File: src/rtl/tsg_pkg.sv
// Shared types, command codes and constants for the tone sequence generator.
// No dependencies; every module of the block imports this package.
`timescale 1ns / 1ps

package tsg_pkg;

  localparam int FREQ_W     = 14;
  localparam int HALF_W     = 13;
  localparam int DIVIDEND_W = 19;
  localparam int DIV_STEPS  = DIVIDEND_W;

  localparam logic [FREQ_W-1:0]     FREQ_MIN = 14'd100;
  localparam logic [FREQ_W-1:0]     FREQ_MAX = 14'd10000;
  localparam logic [DIVIDEND_W-1:0] HALF_NUM = 19'd500000;

  localparam logic [2:0] CMD_TICK = 3'd0;
  localparam logic [2:0] CMD_BEEP = 3'd1;
  localparam logic [2:0] CMD_LOAD = 3'd2;
  localparam logic [2:0] CMD_PLAY = 3'd3;
  localparam logic [2:0] CMD_STOP = 3'd4;

  typedef struct packed {
    logic [2:0]  command;
    logic [9:0]  elapsed_us;
    logic [15:0] frequency;
    logic [31:0] duration_ms;
    logic [3:0]  note_slot;
    logic [4:0]  note_count;
  } tsg_in_t;

  typedef struct packed {
    logic       buzzer_level;
    logic       tone_active;
    logic       sequence_active;
    logic [3:0] current_note;
  } tsg_out_t;

  typedef struct packed {
    logic [FREQ_W-1:0] freq;
    logic [31:0]       dur;
  } tsg_note_t;

  function automatic logic [FREQ_W-1:0] clamp_freq(input logic [15:0] f);
    logic [FREQ_W-1:0] r;
    if (f < 16'(FREQ_MIN)) r = FREQ_MIN;
    else if (f > 16'(FREQ_MAX)) r = FREQ_MAX;
    else r = f[FREQ_W-1:0];
    return r;
  endfunction

endpackage

File: src/rtl/tsg_divider.sv
// Restoring serial divider: half period = 500000 / frequency, one bit per cycle.
// Depends on tsg_pkg for widths and the dividend constant.
`timescale 1ns / 1ps

module tsg_divider
  import tsg_pkg::*;
(
  input  logic              clk,
  input  logic              rst_n,
  input  logic              start,
  input  logic [FREQ_W-1:0] divisor,
  output logic              done,
  output logic [HALF_W-1:0] quotient
);

  localparam int STEP_W = $clog2(DIV_STEPS);

  logic                  busy_r, busy_nxt;
  logic                  done_r, done_nxt;
  logic [STEP_W-1:0]     cnt_r, cnt_nxt;
  logic [FREQ_W-1:0]     dvs_r, dvs_nxt;
  logic [FREQ_W-1:0]     rem_r, rem_nxt;
  logic [DIVIDEND_W-1:0] q_r, q_nxt;
  logic [FREQ_W:0]       trial;
  logic                  ge;

  assign trial = {rem_r, q_r[DIVIDEND_W-1]};
  assign ge    = trial >= {1'b0, dvs_r};

  always_comb begin
    busy_nxt = busy_r;
    done_nxt = 1'b0;
    cnt_nxt  = cnt_r;
    dvs_nxt  = dvs_r;
    rem_nxt  = rem_r;
    q_nxt    = q_r;
    if (start) begin
      busy_nxt = 1'b1;
      cnt_nxt  = '0;
      dvs_nxt  = divisor;
      rem_nxt  = '0;
      q_nxt    = HALF_NUM;
    end else if (busy_r) begin
      // shift the next dividend bit in, subtract when it fits
      rem_nxt = ge ? FREQ_W'(trial - {1'b0, dvs_r}) : trial[FREQ_W-1:0];
      q_nxt   = {q_r[DIVIDEND_W-2:0], ge};
      cnt_nxt = cnt_r + STEP_W'(1);
      if (cnt_r == STEP_W'(DIV_STEPS - 1)) begin
        busy_nxt = 1'b0;
        done_nxt = 1'b1;
      end
    end
  end

  always_ff @(posedge clk) begin
    if (!rst_n) begin
      busy_r <= 1'b0;
      done_r <= 1'b0;
      cnt_r  <= '0;
    end else begin
      busy_r <= busy_nxt;
      done_r <= done_nxt;
      cnt_r  <= cnt_nxt;
    end
    dvs_r <= dvs_nxt;
    rem_r <= rem_nxt;
    q_r   <= q_nxt;
  end

  assign done     = done_r;
  assign quotient = q_r[HALF_W-1:0];

endmodule

File: src/rtl/tone_sequence_generator.sv
// Top level of the tone sequence generator: command sequencer, clocks, note table.
// Depends on tsg_pkg and instantiates tsg_divider.
`timescale 1ns / 1ps

// One command is taken at a time and gives one result. A load, stop or idle tick
// goes from rest straight to the result state; a tick that checks a running tone
// passes through the check state and, while the tone goes on, the wave state. A
// beep, a play sequence, and a tick that moves a sequence to its next note start
// a new tone and wait in the divide state for the serial divider, which computes
// the half period one quotient bit per cycle. The note table is a memory with one
// write port and one registered read port, NOTE_SLOTS entries deep, and holds no
// defined contents until loaded.
// The input side is taken again as soon as the sequencer is back at rest, even
// while the previous result still waits in the output register.

module tone_sequence_generator
  import tsg_pkg::*;
#(
  parameter int NOTE_SLOTS = 16
) (
  input  logic     clk,
  input  logic     rst_n,
  input  logic     in_valid,
  output logic     in_stall,
  input  tsg_in_t  in_data,
  output logic     out_valid,
  input  logic     out_stall,
  output tsg_out_t out_data
);

  localparam int IDX_W = (NOTE_SLOTS > 1) ? $clog2(NOTE_SLOTS) : 1;
  localparam int CNT_W = $clog2(NOTE_SLOTS + 1);

  localparam logic [2:0] ST_IDLE  = 3'd0;
  localparam logic [2:0] ST_CHECK = 3'd1;
  localparam logic [2:0] ST_NOTE  = 3'd2;
  localparam logic [2:0] ST_DIV   = 3'd3;
  localparam logic [2:0] ST_WAVE  = 3'd4;
  localparam logic [2:0] ST_FIN   = 3'd5;

  logic [2:0]        state_r, state_nxt;
  logic [31:0]       micro_r, micro_nxt;
  logic [9:0]        pre_r, pre_nxt;
  logic [31:0]       milli_r, milli_nxt;
  logic [31:0]       tone_start_r, tone_start_nxt;
  logic [31:0]       tone_len_r, tone_len_nxt;
  logic [31:0]       last_tog_r, last_tog_nxt;
  logic [HALF_W-1:0] half_r, half_nxt;
  logic              pin_r, pin_nxt;
  logic              tone_on_r, tone_on_nxt;
  logic              seq_on_r, seq_on_nxt;
  logic [CNT_W-1:0]  seq_pos_r, seq_pos_nxt;
  logic [CNT_W-1:0]  seq_len_r, seq_len_nxt;
  logic [31:0]       seq_start_r, seq_start_nxt;
  logic              out_valid_r, out_valid_nxt;
  tsg_out_t          out_data_r, out_data_nxt;

  tsg_note_t         note_mem [NOTE_SLOTS];
  tsg_note_t         rd_data_r;
  logic [IDX_W-1:0]  rd_addr;
  logic              mem_we;

  logic              div_start;
  logic [FREQ_W-1:0] div_divisor;
  logic              div_done;
  logic [HALF_W-1:0] div_quotient;

  logic              in_xfer;
  logic [10:0]       pre_sum;
  logic [CNT_W-1:0]  pos_inc;
  logic [CNT_W-1:0]  cnt_sat;
  logic [FREQ_W-1:0] in_freq_c;

  tsg_divider u_div (
    .clk      (clk),
    .rst_n    (rst_n),
    .start    (div_start),
    .divisor  (div_divisor),
    .done     (div_done),
    .quotient (div_quotient)
  );

  assign in_xfer   = in_valid && (state_r == ST_IDLE);
  assign in_stall  = (state_r != ST_IDLE);
  assign pre_sum   = 11'(pre_r) + 11'(in_data.elapsed_us);
  assign pos_inc   = seq_pos_r + CNT_W'(1);
  assign in_freq_c = clamp_freq(in_data.frequency);
  assign cnt_sat   = ({27'd0, in_data.note_count} > 32'(NOTE_SLOTS)) ?
                     CNT_W'(NOTE_SLOTS) : CNT_W'(in_data.note_count);

  always_comb begin
    state_nxt      = state_r;
    micro_nxt      = micro_r;
    pre_nxt        = pre_r;
    milli_nxt      = milli_r;
    tone_start_nxt = tone_start_r;
    tone_len_nxt   = tone_len_r;
    last_tog_nxt   = last_tog_r;
    half_nxt       = half_r;
    pin_nxt        = pin_r;
    tone_on_nxt    = tone_on_r;
    seq_on_nxt     = seq_on_r;
    seq_pos_nxt    = seq_pos_r;
    seq_len_nxt    = seq_len_r;
    seq_start_nxt  = seq_start_r;
    out_valid_nxt  = out_valid_r;
    out_data_nxt   = out_data_r;
    rd_addr        = IDX_W'(seq_pos_r);
    mem_we         = 1'b0;
    div_start      = 1'b0;
    div_divisor    = in_freq_c;

    if (out_valid_r && !out_stall) out_valid_nxt = 1'b0;

    case (state_r)
      ST_IDLE: begin
        if (in_xfer) begin
          state_nxt = ST_FIN;
          case (in_data.command)
            CMD_TICK: begin
              micro_nxt = micro_r + 32'(in_data.elapsed_us);
              if (pre_sum >= 11'd2000) begin
                pre_nxt   = 10'(pre_sum - 11'd2000);
                milli_nxt = milli_r + 32'd2;
              end else if (pre_sum >= 11'd1000) begin
                pre_nxt   = 10'(pre_sum - 11'd1000);
                milli_nxt = milli_r + 32'd1;
              end else begin
                pre_nxt = pre_sum[9:0];
              end
              // table read at the current position is issued now
              if (seq_on_r || tone_on_r) state_nxt = ST_CHECK;
            end
            CMD_BEEP: begin
              tone_len_nxt   = in_data.duration_ms;
              tone_start_nxt = milli_r;
              tone_on_nxt    = 1'b1;
              pin_nxt        = 1'b0;
              last_tog_nxt   = micro_r;
              div_start      = 1'b1;
              state_nxt      = ST_DIV;
            end
            CMD_LOAD: begin
              if ({28'd0, in_data.note_slot} < 32'(NOTE_SLOTS)) mem_we = 1'b1;
            end
            CMD_PLAY: begin
              if (in_data.note_count != 5'd0) begin
                seq_len_nxt = cnt_sat;
                seq_pos_nxt = '0;
                seq_on_nxt  = 1'b1;
                rd_addr     = '0;
                state_nxt   = ST_NOTE;
              end
            end
            CMD_STOP: begin
              tone_on_nxt = 1'b0;
              seq_on_nxt  = 1'b0;
              pin_nxt     = 1'b0;
            end
            default: ;
          endcase
        end
      end
      ST_CHECK: begin
        state_nxt = ST_FIN;
        if (seq_on_r) begin
          if ((milli_r - seq_start_r) >= rd_data_r.dur) begin
            seq_pos_nxt = pos_inc;
            if (pos_inc >= seq_len_r) begin
              tone_on_nxt = 1'b0;
              seq_on_nxt  = 1'b0;
              pin_nxt     = 1'b0;
            end else begin
              rd_addr   = IDX_W'(pos_inc);
              state_nxt = ST_NOTE;
            end
          end else if (tone_on_r) begin
            state_nxt = ST_WAVE;
          end
        end else if (tone_on_r) begin
          if ((milli_r - tone_start_r) >= tone_len_r) begin
            tone_on_nxt = 1'b0;
            seq_on_nxt  = 1'b0;
            pin_nxt     = 1'b0;
          end else begin
            state_nxt = ST_WAVE;
          end
        end
      end
      ST_NOTE: begin
        // new note: a fresh tone never toggles in the same update
        tone_len_nxt   = rd_data_r.dur;
        tone_start_nxt = milli_r;
        tone_on_nxt    = 1'b1;
        pin_nxt        = 1'b0;
        last_tog_nxt   = micro_r;
        seq_start_nxt  = milli_r;
        div_start      = 1'b1;
        div_divisor    = rd_data_r.freq;
        state_nxt      = ST_DIV;
      end
      ST_DIV: begin
        if (div_done) begin
          half_nxt  = div_quotient;
          state_nxt = ST_FIN;
        end
      end
      ST_WAVE: begin
        if ((micro_r - last_tog_r) >= 32'(half_r)) begin
          last_tog_nxt = micro_r;
          pin_nxt      = !pin_r;
        end
        state_nxt = ST_FIN;
      end
      ST_FIN: begin
        // hold until the output register is free
        if (!out_valid_r || !out_stall) begin
          out_valid_nxt                = 1'b1;
          out_data_nxt.buzzer_level    = pin_r;
          out_data_nxt.tone_active     = tone_on_r;
          out_data_nxt.sequence_active = seq_on_r;
          out_data_nxt.current_note    = seq_on_r ? 4'(seq_pos_r) : 4'd0;
          state_nxt                    = ST_IDLE;
        end
      end
      default: state_nxt = ST_IDLE;
    endcase
  end

  always_ff @(posedge clk) begin
    if (mem_we) begin
      note_mem[IDX_W'(in_data.note_slot)] <= '{freq: in_freq_c, dur: in_data.duration_ms};
    end
    rd_data_r <= note_mem[rd_addr];
  end

  always_ff @(posedge clk) begin
    if (!rst_n) begin
      state_r      <= ST_IDLE;
      micro_r      <= '0;
      pre_r        <= '0;
      milli_r      <= '0;
      tone_start_r <= '0;
      tone_len_r   <= '0;
      last_tog_r   <= '0;
      half_r       <= '0;
      pin_r        <= 1'b0;
      tone_on_r    <= 1'b0;
      seq_on_r     <= 1'b0;
      seq_pos_r    <= '0;
      seq_len_r    <= '0;
      seq_start_r  <= '0;
      out_valid_r  <= 1'b0;
    end else begin
      state_r      <= state_nxt;
      micro_r      <= micro_nxt;
      pre_r        <= pre_nxt;
      milli_r      <= milli_nxt;
      tone_start_r <= tone_start_nxt;
      tone_len_r   <= tone_len_nxt;
      last_tog_r   <= last_tog_nxt;
      half_r       <= half_nxt;
      pin_r        <= pin_nxt;
      tone_on_r    <= tone_on_nxt;
      seq_on_r     <= seq_on_nxt;
      seq_pos_r    <= seq_pos_nxt;
      seq_len_r    <= seq_len_nxt;
      seq_start_r  <= seq_start_nxt;
      out_valid_r  <= out_valid_nxt;
    end
    out_data_r <= out_data_nxt;
  end

  assign out_valid = out_valid_r;
  assign out_data  = out_data_r;

  a_xfer_leaves_idle: assert property (@(posedge clk) disable iff (!rst_n)
    in_valid && !in_stall |=> state_r != ST_IDLE)
    else $error("sequencer stayed at rest after an input transfer");

  // the first note's tone starts in the cycle after the sequence flag rises
  a_seq_implies_tone: assert property (@(posedge clk) disable iff (!rst_n)
    seq_on_r && (state_r != ST_NOTE) |-> tone_on_r)
    else $error("sequence running without a tone");

  a_seq_pos_range: assert property (@(posedge clk) disable iff (!rst_n)
    seq_on_r |-> (seq_pos_r < seq_len_r))
    else $error("sequence position beyond sequence length");

  a_div_done_state: assert property (@(posedge clk) disable iff (!rst_n)
    div_done |-> state_r == ST_DIV)
    else $error("divider finished outside the wait state");

  a_prescale_range: assert property (@(posedge clk) disable iff (!rst_n)
    pre_r < 10'd1000)
    else $error("millisecond prescaler out of range");

endmodule
File: config.mk
export PLATFORM = sky130hd
export DESIGN_NAME = tone_sequence_generator
export DESIGN_NICKNAME = d
export VERILOG_FILES = /design/src/rtl/tsg_pkg.sv /design/src/rtl/tsg_divider.sv /design/src/rtl/tone_sequence_generator.sv
export SDC_FILE = /design/constraint.sdc
export NUM_CORES = 2
export LEC_CHECK = 0
export BUFFER_PORTS_ARGS = -buffer_cell sky130_fd_sc_hd__clkbuf_2
export CAP_MARGIN = 20
export CORE_AREA = 2 2 295 297
export DETAILED_ROUTE_END_ITERATION = 8
export DIE_AREA = 0 0 297 299
export HOLD_SLACK_MARGIN = 0.02
export PLACE_DENSITY = 0.76
export RECOVER_POWER = 25
export SYNTH_ARGS = -nofsm -noshare
export SYNTH_HDL_FRONTEND = slang
export SYNTH_SLANG_ARGS = --single-unit
File: constraint.sdc
create_clock -name clk -period 8.65 [get_ports clk]
set_input_delay 2.595 -clock clk [delete_from_list [all_inputs] [get_ports clk]]
set_output_delay 2.595 -clock clk [all_outputs]
set_load 0.05 [all_outputs]
Yosys cells after proc, flatten, opt, wreduce, memory -nomap -nowiden
Memory sizes are Yosys's and may differ from the RTL's. A register that Yosys moved wholly into a read port is not among the register bits.
Index checks and enable logic that the tools add are counted.
Storage, ports and cells
  register bits after elaboration: 293
  RAM bits: 736
  input bits: 74
  output and inout port bits: 9
  logic and storage cells: 191
  memories: 1
Memory list
  note_mem: words 16, width 46, rd ports 1, clocked after Yosys merged registers in 1, write ports 1, line tone_sequence_generator.sv:58  | tsg_note_t note_mem [NOTE_SLOTS];
Operators by class
  add/subtract/negate cells: 12
  order comparisons: 10
  equality and inequality tests: 27
  mux-type cells: 82
  bitwise logic cells: 2
  reductions and logical operators: 32
Operator list (number)
  32-bit 2-to-1 mux: 9
  32-bit one-hot mux with 2 select lines: 2
  32-bit one-hot mux with 3 select lines: 1
  32-bit subtractor: 3
  32-bit >= comparator: 2
  14-bit 2-to-1 mux: 4
  1-bit 2-to-1 mux: 34
  32-bit by 1-bit adder with 32-bit output, second input constant: 1
  32-bit by 10-bit adder with 32-bit output: 1
  32-bit by 2-bit adder with 32-bit output, second input constant: 1
  32-bit by 13-bit >= comparator with 1-bit output: 1
  5-bit 2-to-1 mux: 6
  3-bit 2-to-1 mux: 8
  4-bit 2-to-1 mux: 6
  10-bit 2-to-1 mux: 2
  10-bit subtractor, second input constant: 2
  3-bit one-hot mux with 6 select lines: 1
  16-bit by 14-bit > comparator with 1-bit output, second input constant: 1
  16-bit by 7-bit < comparator with 1-bit output, second input constant: 1
  4-bit AND reduction: 4
  15-bit by 14-bit >= comparator with 1-bit output: 1
  3-bit != test, second input constant: 5
  14-bit subtractor: 1
  3-bit by 2-bit equality test with 1-bit output, second input constant: 4
  34 further kinds: 64

Longest topological paths before layout
  word-level depth: 6
  depth in mapped cells: 30

By module
A second synthesis with hierarchy kept.
Second synthesis, totals
  cells, all modules: 4350
  area total of the unflattened synthesis: 50738.7 um2
By module, submodules not included
  tone_sequence_generator: times used 1, cells an instance 4048, area an instance 47835.9 um2, seq. area each 27876.7 um2
  tsg_divider: times used 1, cells an instance 302, area an instance 2902.8 um2, seq. area each 1221.2 um2

Worst setup path after synthesis
Ideal clock, no wire load.
  path kind: input -> register
  start: input in_data[67] (netlist name)
  end: memory note_mem[0][0] (netlist name), enable pin
  setup time: 0.507 ns
  arrival time: 6.652 ns
  slack: 1.491 ns
  stages: 5
  path buffers: 1
  cells stage by stage: clkbuf_1 nor4b_1 nor2b_1 nand2b_1 nor3_1
Between the ends
  longest elaborated chain between the ends: 6
Ends and longest elaborated chain
  from (decl): line tone_sequence_generator.sv:25  | input tsg_in_t in_data,
  3-bit by 2-bit equality test with 1-bit output: line tone_sequence_generator.sv:119  | case (in_data.command)
  1-bit 2-to-1 mux: line tone_sequence_generator.sv:119
  1-bit 2-to-1 mux: line tone_sequence_generator.sv:117  | if (in_xfer) begin
  1-bit 2-to-1 mux: line tone_sequence_generator.sv:115  | case (state_r)
  1-bit 2-to-1 mux: line tone_sequence_generator.sv:231  | if (mem_we) begin
  1-bit 2-to-1 mux (implied by the code): line tone_sequence_generator.sv:232  | note_mem[IDX_W'(in_data.note_slot)] <= '{freq: in_freq_c, dur: in_data.duration_ms};
  to (decl): line tone_sequence_generator.sv:58
Every way passes these cells.

Final worst setup path
  start: register milli_r[1]
  end: register, netlist name rd_data_r[9]
Between the ends
  longest elaborated chain between the ends: 5
Ends and longest elaborated chain
  from (decl): line tone_sequence_generator.sv:44  | logic [31:0] milli_r, milli_nxt;
  from (signal assigned): line tone_sequence_generator.sv:258  | milli_r <= milli_nxt;
  32-bit subtractor: line tone_sequence_generator.sv:167  | if ((milli_r - seq_start_r) >= rd_data_r.dur) begin
  32-bit >= comparator: line tone_sequence_generator.sv:167
  4-bit 2-to-1 mux: line tone_sequence_generator.sv:167
  4-bit 2-to-1 mux: line tone_sequence_generator.sv:166  | if (seq_on_r) begin
  4-bit one-hot mux with 2 select lines: line tone_sequence_generator.sv:115
Every way passes these cells.
A chain may end at the register's enable or synchronous reset.

==> metrics.md <==
| Metric | Value |
|---|---|
| R2R cell count | 25 |
| Cell variety after synth | 99 |
| Routed wire length | between 100000 and 150000 um |
| Post-synth EDFFs | approximately 760 |
| Net count after synthesis | 5107 |
| Placeable Area | between 0.08 and 0.09 mm^2 |
| Starting DRC count in detailed routing | ~4000 |
| Crit-path max cell delay | around 0.86 ns |
| Combinational share of power | roughly an eighth |
| Delay-heaviest family, CP | compound AO/OA/AOI/OAI gates |
| Clk_lat worst skew | between 0.6 and 0.7 ns |
| DRC violations left | 0 |
| Type of the most critical hold path | reg -> reg |
| Drt pass-1 iters | 6 |
| Async SR Flop Fraction | 0% |
| CTS root buffer | clkbuf_16 |
| Die height | 299 um |
| Initial Utilization | 59.2% |
| Status | finished clean |
| Syn_area_per_cell | ~11 um^2 |
| Post-Syn Instances | 4807 |
| Syn-to-layout area delta | 10.1% |
| Largest net degree at the start of global routing | 165 |
| WHS Path Cells | 2 |
| FF-to-FF Start | milli_r[1] |
| Share of layout cells above drive strength 1 | 7.68% |
| Area contributors post-synth | edfxtp_1 45%, dfxtp_1 13%, nand2_1 6.7% |
| P_int | between 8 and 9 mW |
| CTS tree | yes |
| Pleak | between 20 and 25 nW |
| First-pass GRT wire length | about 200000 um |
| I/O Buffers | 82 |
| Final hold vios | 0 |
| WP buf/inv | 1 |
| Max Fclk | ~0.13 GHz |
| Register bit total from synthesis | between 1000 and 1500 |
| Worst setup EP type | flip-flop |
| Reg power frac | between 40 and 50% |
| Seq/Total Area, Yosys | 57.2% |
| Worst setup startpoint | milli_r[1] |
| Worst-margin pin slew | ~1.1 ns |
| Vias per inst | 6.17 |
| Wire per inst | about 21 um |
| Setup TNS | 0 ns |
| Initial antenna violation count | 10 |
| Post-CTS Hold Buffers | 0 |
| Placed insts | approximately 5900 |
| Finished Layout Cells | about 6100 |
| Postcts setup bufs | 0 |
| Htree depth | 3 |
| Most common cell in the netlist | nand2_1 |
| Row count | approximately 110 |
| Crit path time final | roughly 7.6 ns |
| Crit path to | rd_data_r[9] |
| Slowest stage cell on the critical path | nor2_1 |
| RSZ-0062 raised after global routing | false |
| Total die area | between 0.08 and 0.09 mm^2 |
| Synth top area share | roughly 45% |
| Synthesized cell area | a little over 0.05 mm^2 |
| Vias in the first global route | 35200 |
| CTS sink count | between 1000 and 1500 |
| Worst Path Arrival | just over 8 ns |
| Startpoint Class | flip-flop |
| Top post-synthesis cells by count | 911 x nand2_1, 757 x edfxtp_1, 318 x dfxtp_1 |
| Area leader, netlist | edfxtp_1 |
| Vias | 37400 |
| RR Endpoint | rd_data_r[9] |
| CTS clock-pin slew for the worst setup and hold paths | 0.06 ns |
| Skew final | 0.0362 ns |
| Worst IR drop on VDD | about 0.00017 V |
| FF-to-FF setup slack | about 1.1 ns |
| Nets@finish | about 5100 |
| Cell depth of the worst setup path | 25 |
| Pwr Density | approximately 210 mW/mm^2 |
| Crit Path Max Fanout | 20 |
| DPL Wire Length | 81100 um |
| Part of the cycle the worst path needs | between 80 and 90% |
| Overall power | about 12 mW |
| Max-Cap Viols | 0 |
| Final Wtd Congestion | roughly 0.90 |
| Slew Viols, Final | 0 |
| # IOs | between 80 and 90 |
| Most used DFF post-synth | edfxtp_1 |
| Critical path required time | 9.23 ns |
| Final setup fails | 0 |
| Cts bufs inserted | around 110 |
| Final worst slack | 1.09 ns |
| ANT nets after route | 0 |
| Pre-CTS setup slack | ~1.2 ns |
| Switch share | between 20 and 30% |
| Clk pwr share | roughly two fifths |
| Gr usage total | 28.7% |
| Ys Warns | 0 |
| Max-slew headroom | a little under a quarter |
| Deepest clock path buffer count | 3 |
| GR Overflow Total | 0 |
| Worst Setup Path Type | reg -> reg |
| Net switching power | a little under 3 mW |
| Post-CTS sizing | 0 |
| Die width | around 300 um |
==> how the worst min path moves through the flow <==
stage | from | end | slack [ns]
after floorplan | pin_r | out_data[6] | 0.42
after global placement | tone_start_r[29] | tone_start_r[29] | 0.44
after detailed placement | half_r[10] | half_r[10] | 0.45
after CTS | half_r[10] | half_r[10] | 0.46
after global routing | last_tog_r[27] | last_tog_r[27] | 0.47
final | half_r[10] | half_r[10] | 0.45
==> power by group through the flow <==
stage               Combinational, mW  Clock, mW  Sequential [mW]
floorplan                        1.05          0             5.84
global placement                 1.33          0             5.88
detailed placement               1.35          0             5.88
CTS                              1.36       4.64             5.78
global route                     1.51       4.84             5.80
finish                           1.37       4.59             5.78
==> cell usage in the layout, fill, tap and decap left out, types with 13 or more instances in the layout <==
cell	netlist	final
nand2_1	911	911
edfxtp_1	757	757
dfxtp_1	318	317
a21oi_1	291	291
inv_1	239	238
ha_1	220	220
nor2_1	235	218
o21ai_0	177	177
nand3_1	176	176
mux2i_1	115	115
clkbuf_16	0	109
xnor2_1	95	95
a31oi_1	79	78
o21ai_1	77	77
a211oi_1	75	75
nand4_1	71	71
clkbuf_1	158	56
clkbuf_2	1	54
buf_4	7	52
xor2_1	51	51
a21o_1	51	50
or3_1	50	50
and3_1	47	46
o211ai_1	46	46
nand2b_1	43	42
nor3_1	43	39
o21a_1	34	34
a32oi_1	32	32
nor2b_1	27	26
and2_1	29	25
clkinv_2	0	24
a311oi_1	21	21
nor4_1	19	18
nor2_4	0	17
clkbuf_8	0	15
nand3b_1	14	14
buf_12	3	13
==> sequential cells by signal, indices dropped and copies added (netlist names), 13 cells and up <==
| name | cells |
|---|---|
| half_r | 13 |
| note_mem | 736 |
| u_div.dvs_r | 14 |
| rd_data_r | 46 |
| u_div.q_r | 19 |
| milli_r | 32 |
| last_tog_r | 32 |
| tone_len_r | 32 |
| tone_start_r | 32 |
| micro_r | 32 |
| seq_start_r | 32 |
| u_div.rem_r | 14 |
==> final cells by class <==
cell class	instances	area (um^2)
diodes	6	15.0
clock buffers	151	3040
clock inverters	51	472
fillers	6546	29900
inverters	243	920
multi-input cells	3236	20000
flip-flops and latches	1075	29100
well taps	1155	1450
repair buffers	150	1080
==> metrics by stage <==
stage	hold slack, ns	util (%)	area, um^2
floorplan	0.421	-	50900
detailed placement	0.447	61.1	52500
CTS	0.456	65.1	56000
global placement	0.442	61.1	52500
finish	0.453	65.2	56000
global route	0.469	65.2	56000
==> cell families (layout without fill, tap and decap cells) <==
group	after synthesis	count (layout)	share of synthesized area, %
simple gates	1707	1707	15.0
buf+inv	496	595	4.01
mux	128	128	2.58
xor+xnor	146	146	2.51
flops	1075	1075	57.2
fa+ha+maj	226	226	5.65
other cells	0	6	0
compound gates	1029	1029	13.0
==> layer usage <==
metal | up-vias | wire, um | global-route usage, %
li1 | 17400 | - | -
met1 | 18000 | 53200 | 39.6
met2 | 1770 | 60200 | 46.0
met3 | 268 | 12100 | 5.08
met4 | 4 | 4440 | 10.4
met5 | - | 23 | 0
==> worst reg2reg max path: cells and delay by family, from the launching register on <==
family                     cells  cell delay [ns]
DFF                            1             0.60
and+or+nand+nor                5             1.96
xor gates and xnor gates       1             0.14
adders and majority gates      2             0.61
buffers and inverters          1             0.26
AOI/OAI and AO/OA             16             3.93
Note: power is estimated with default switching activity, not from simulation.
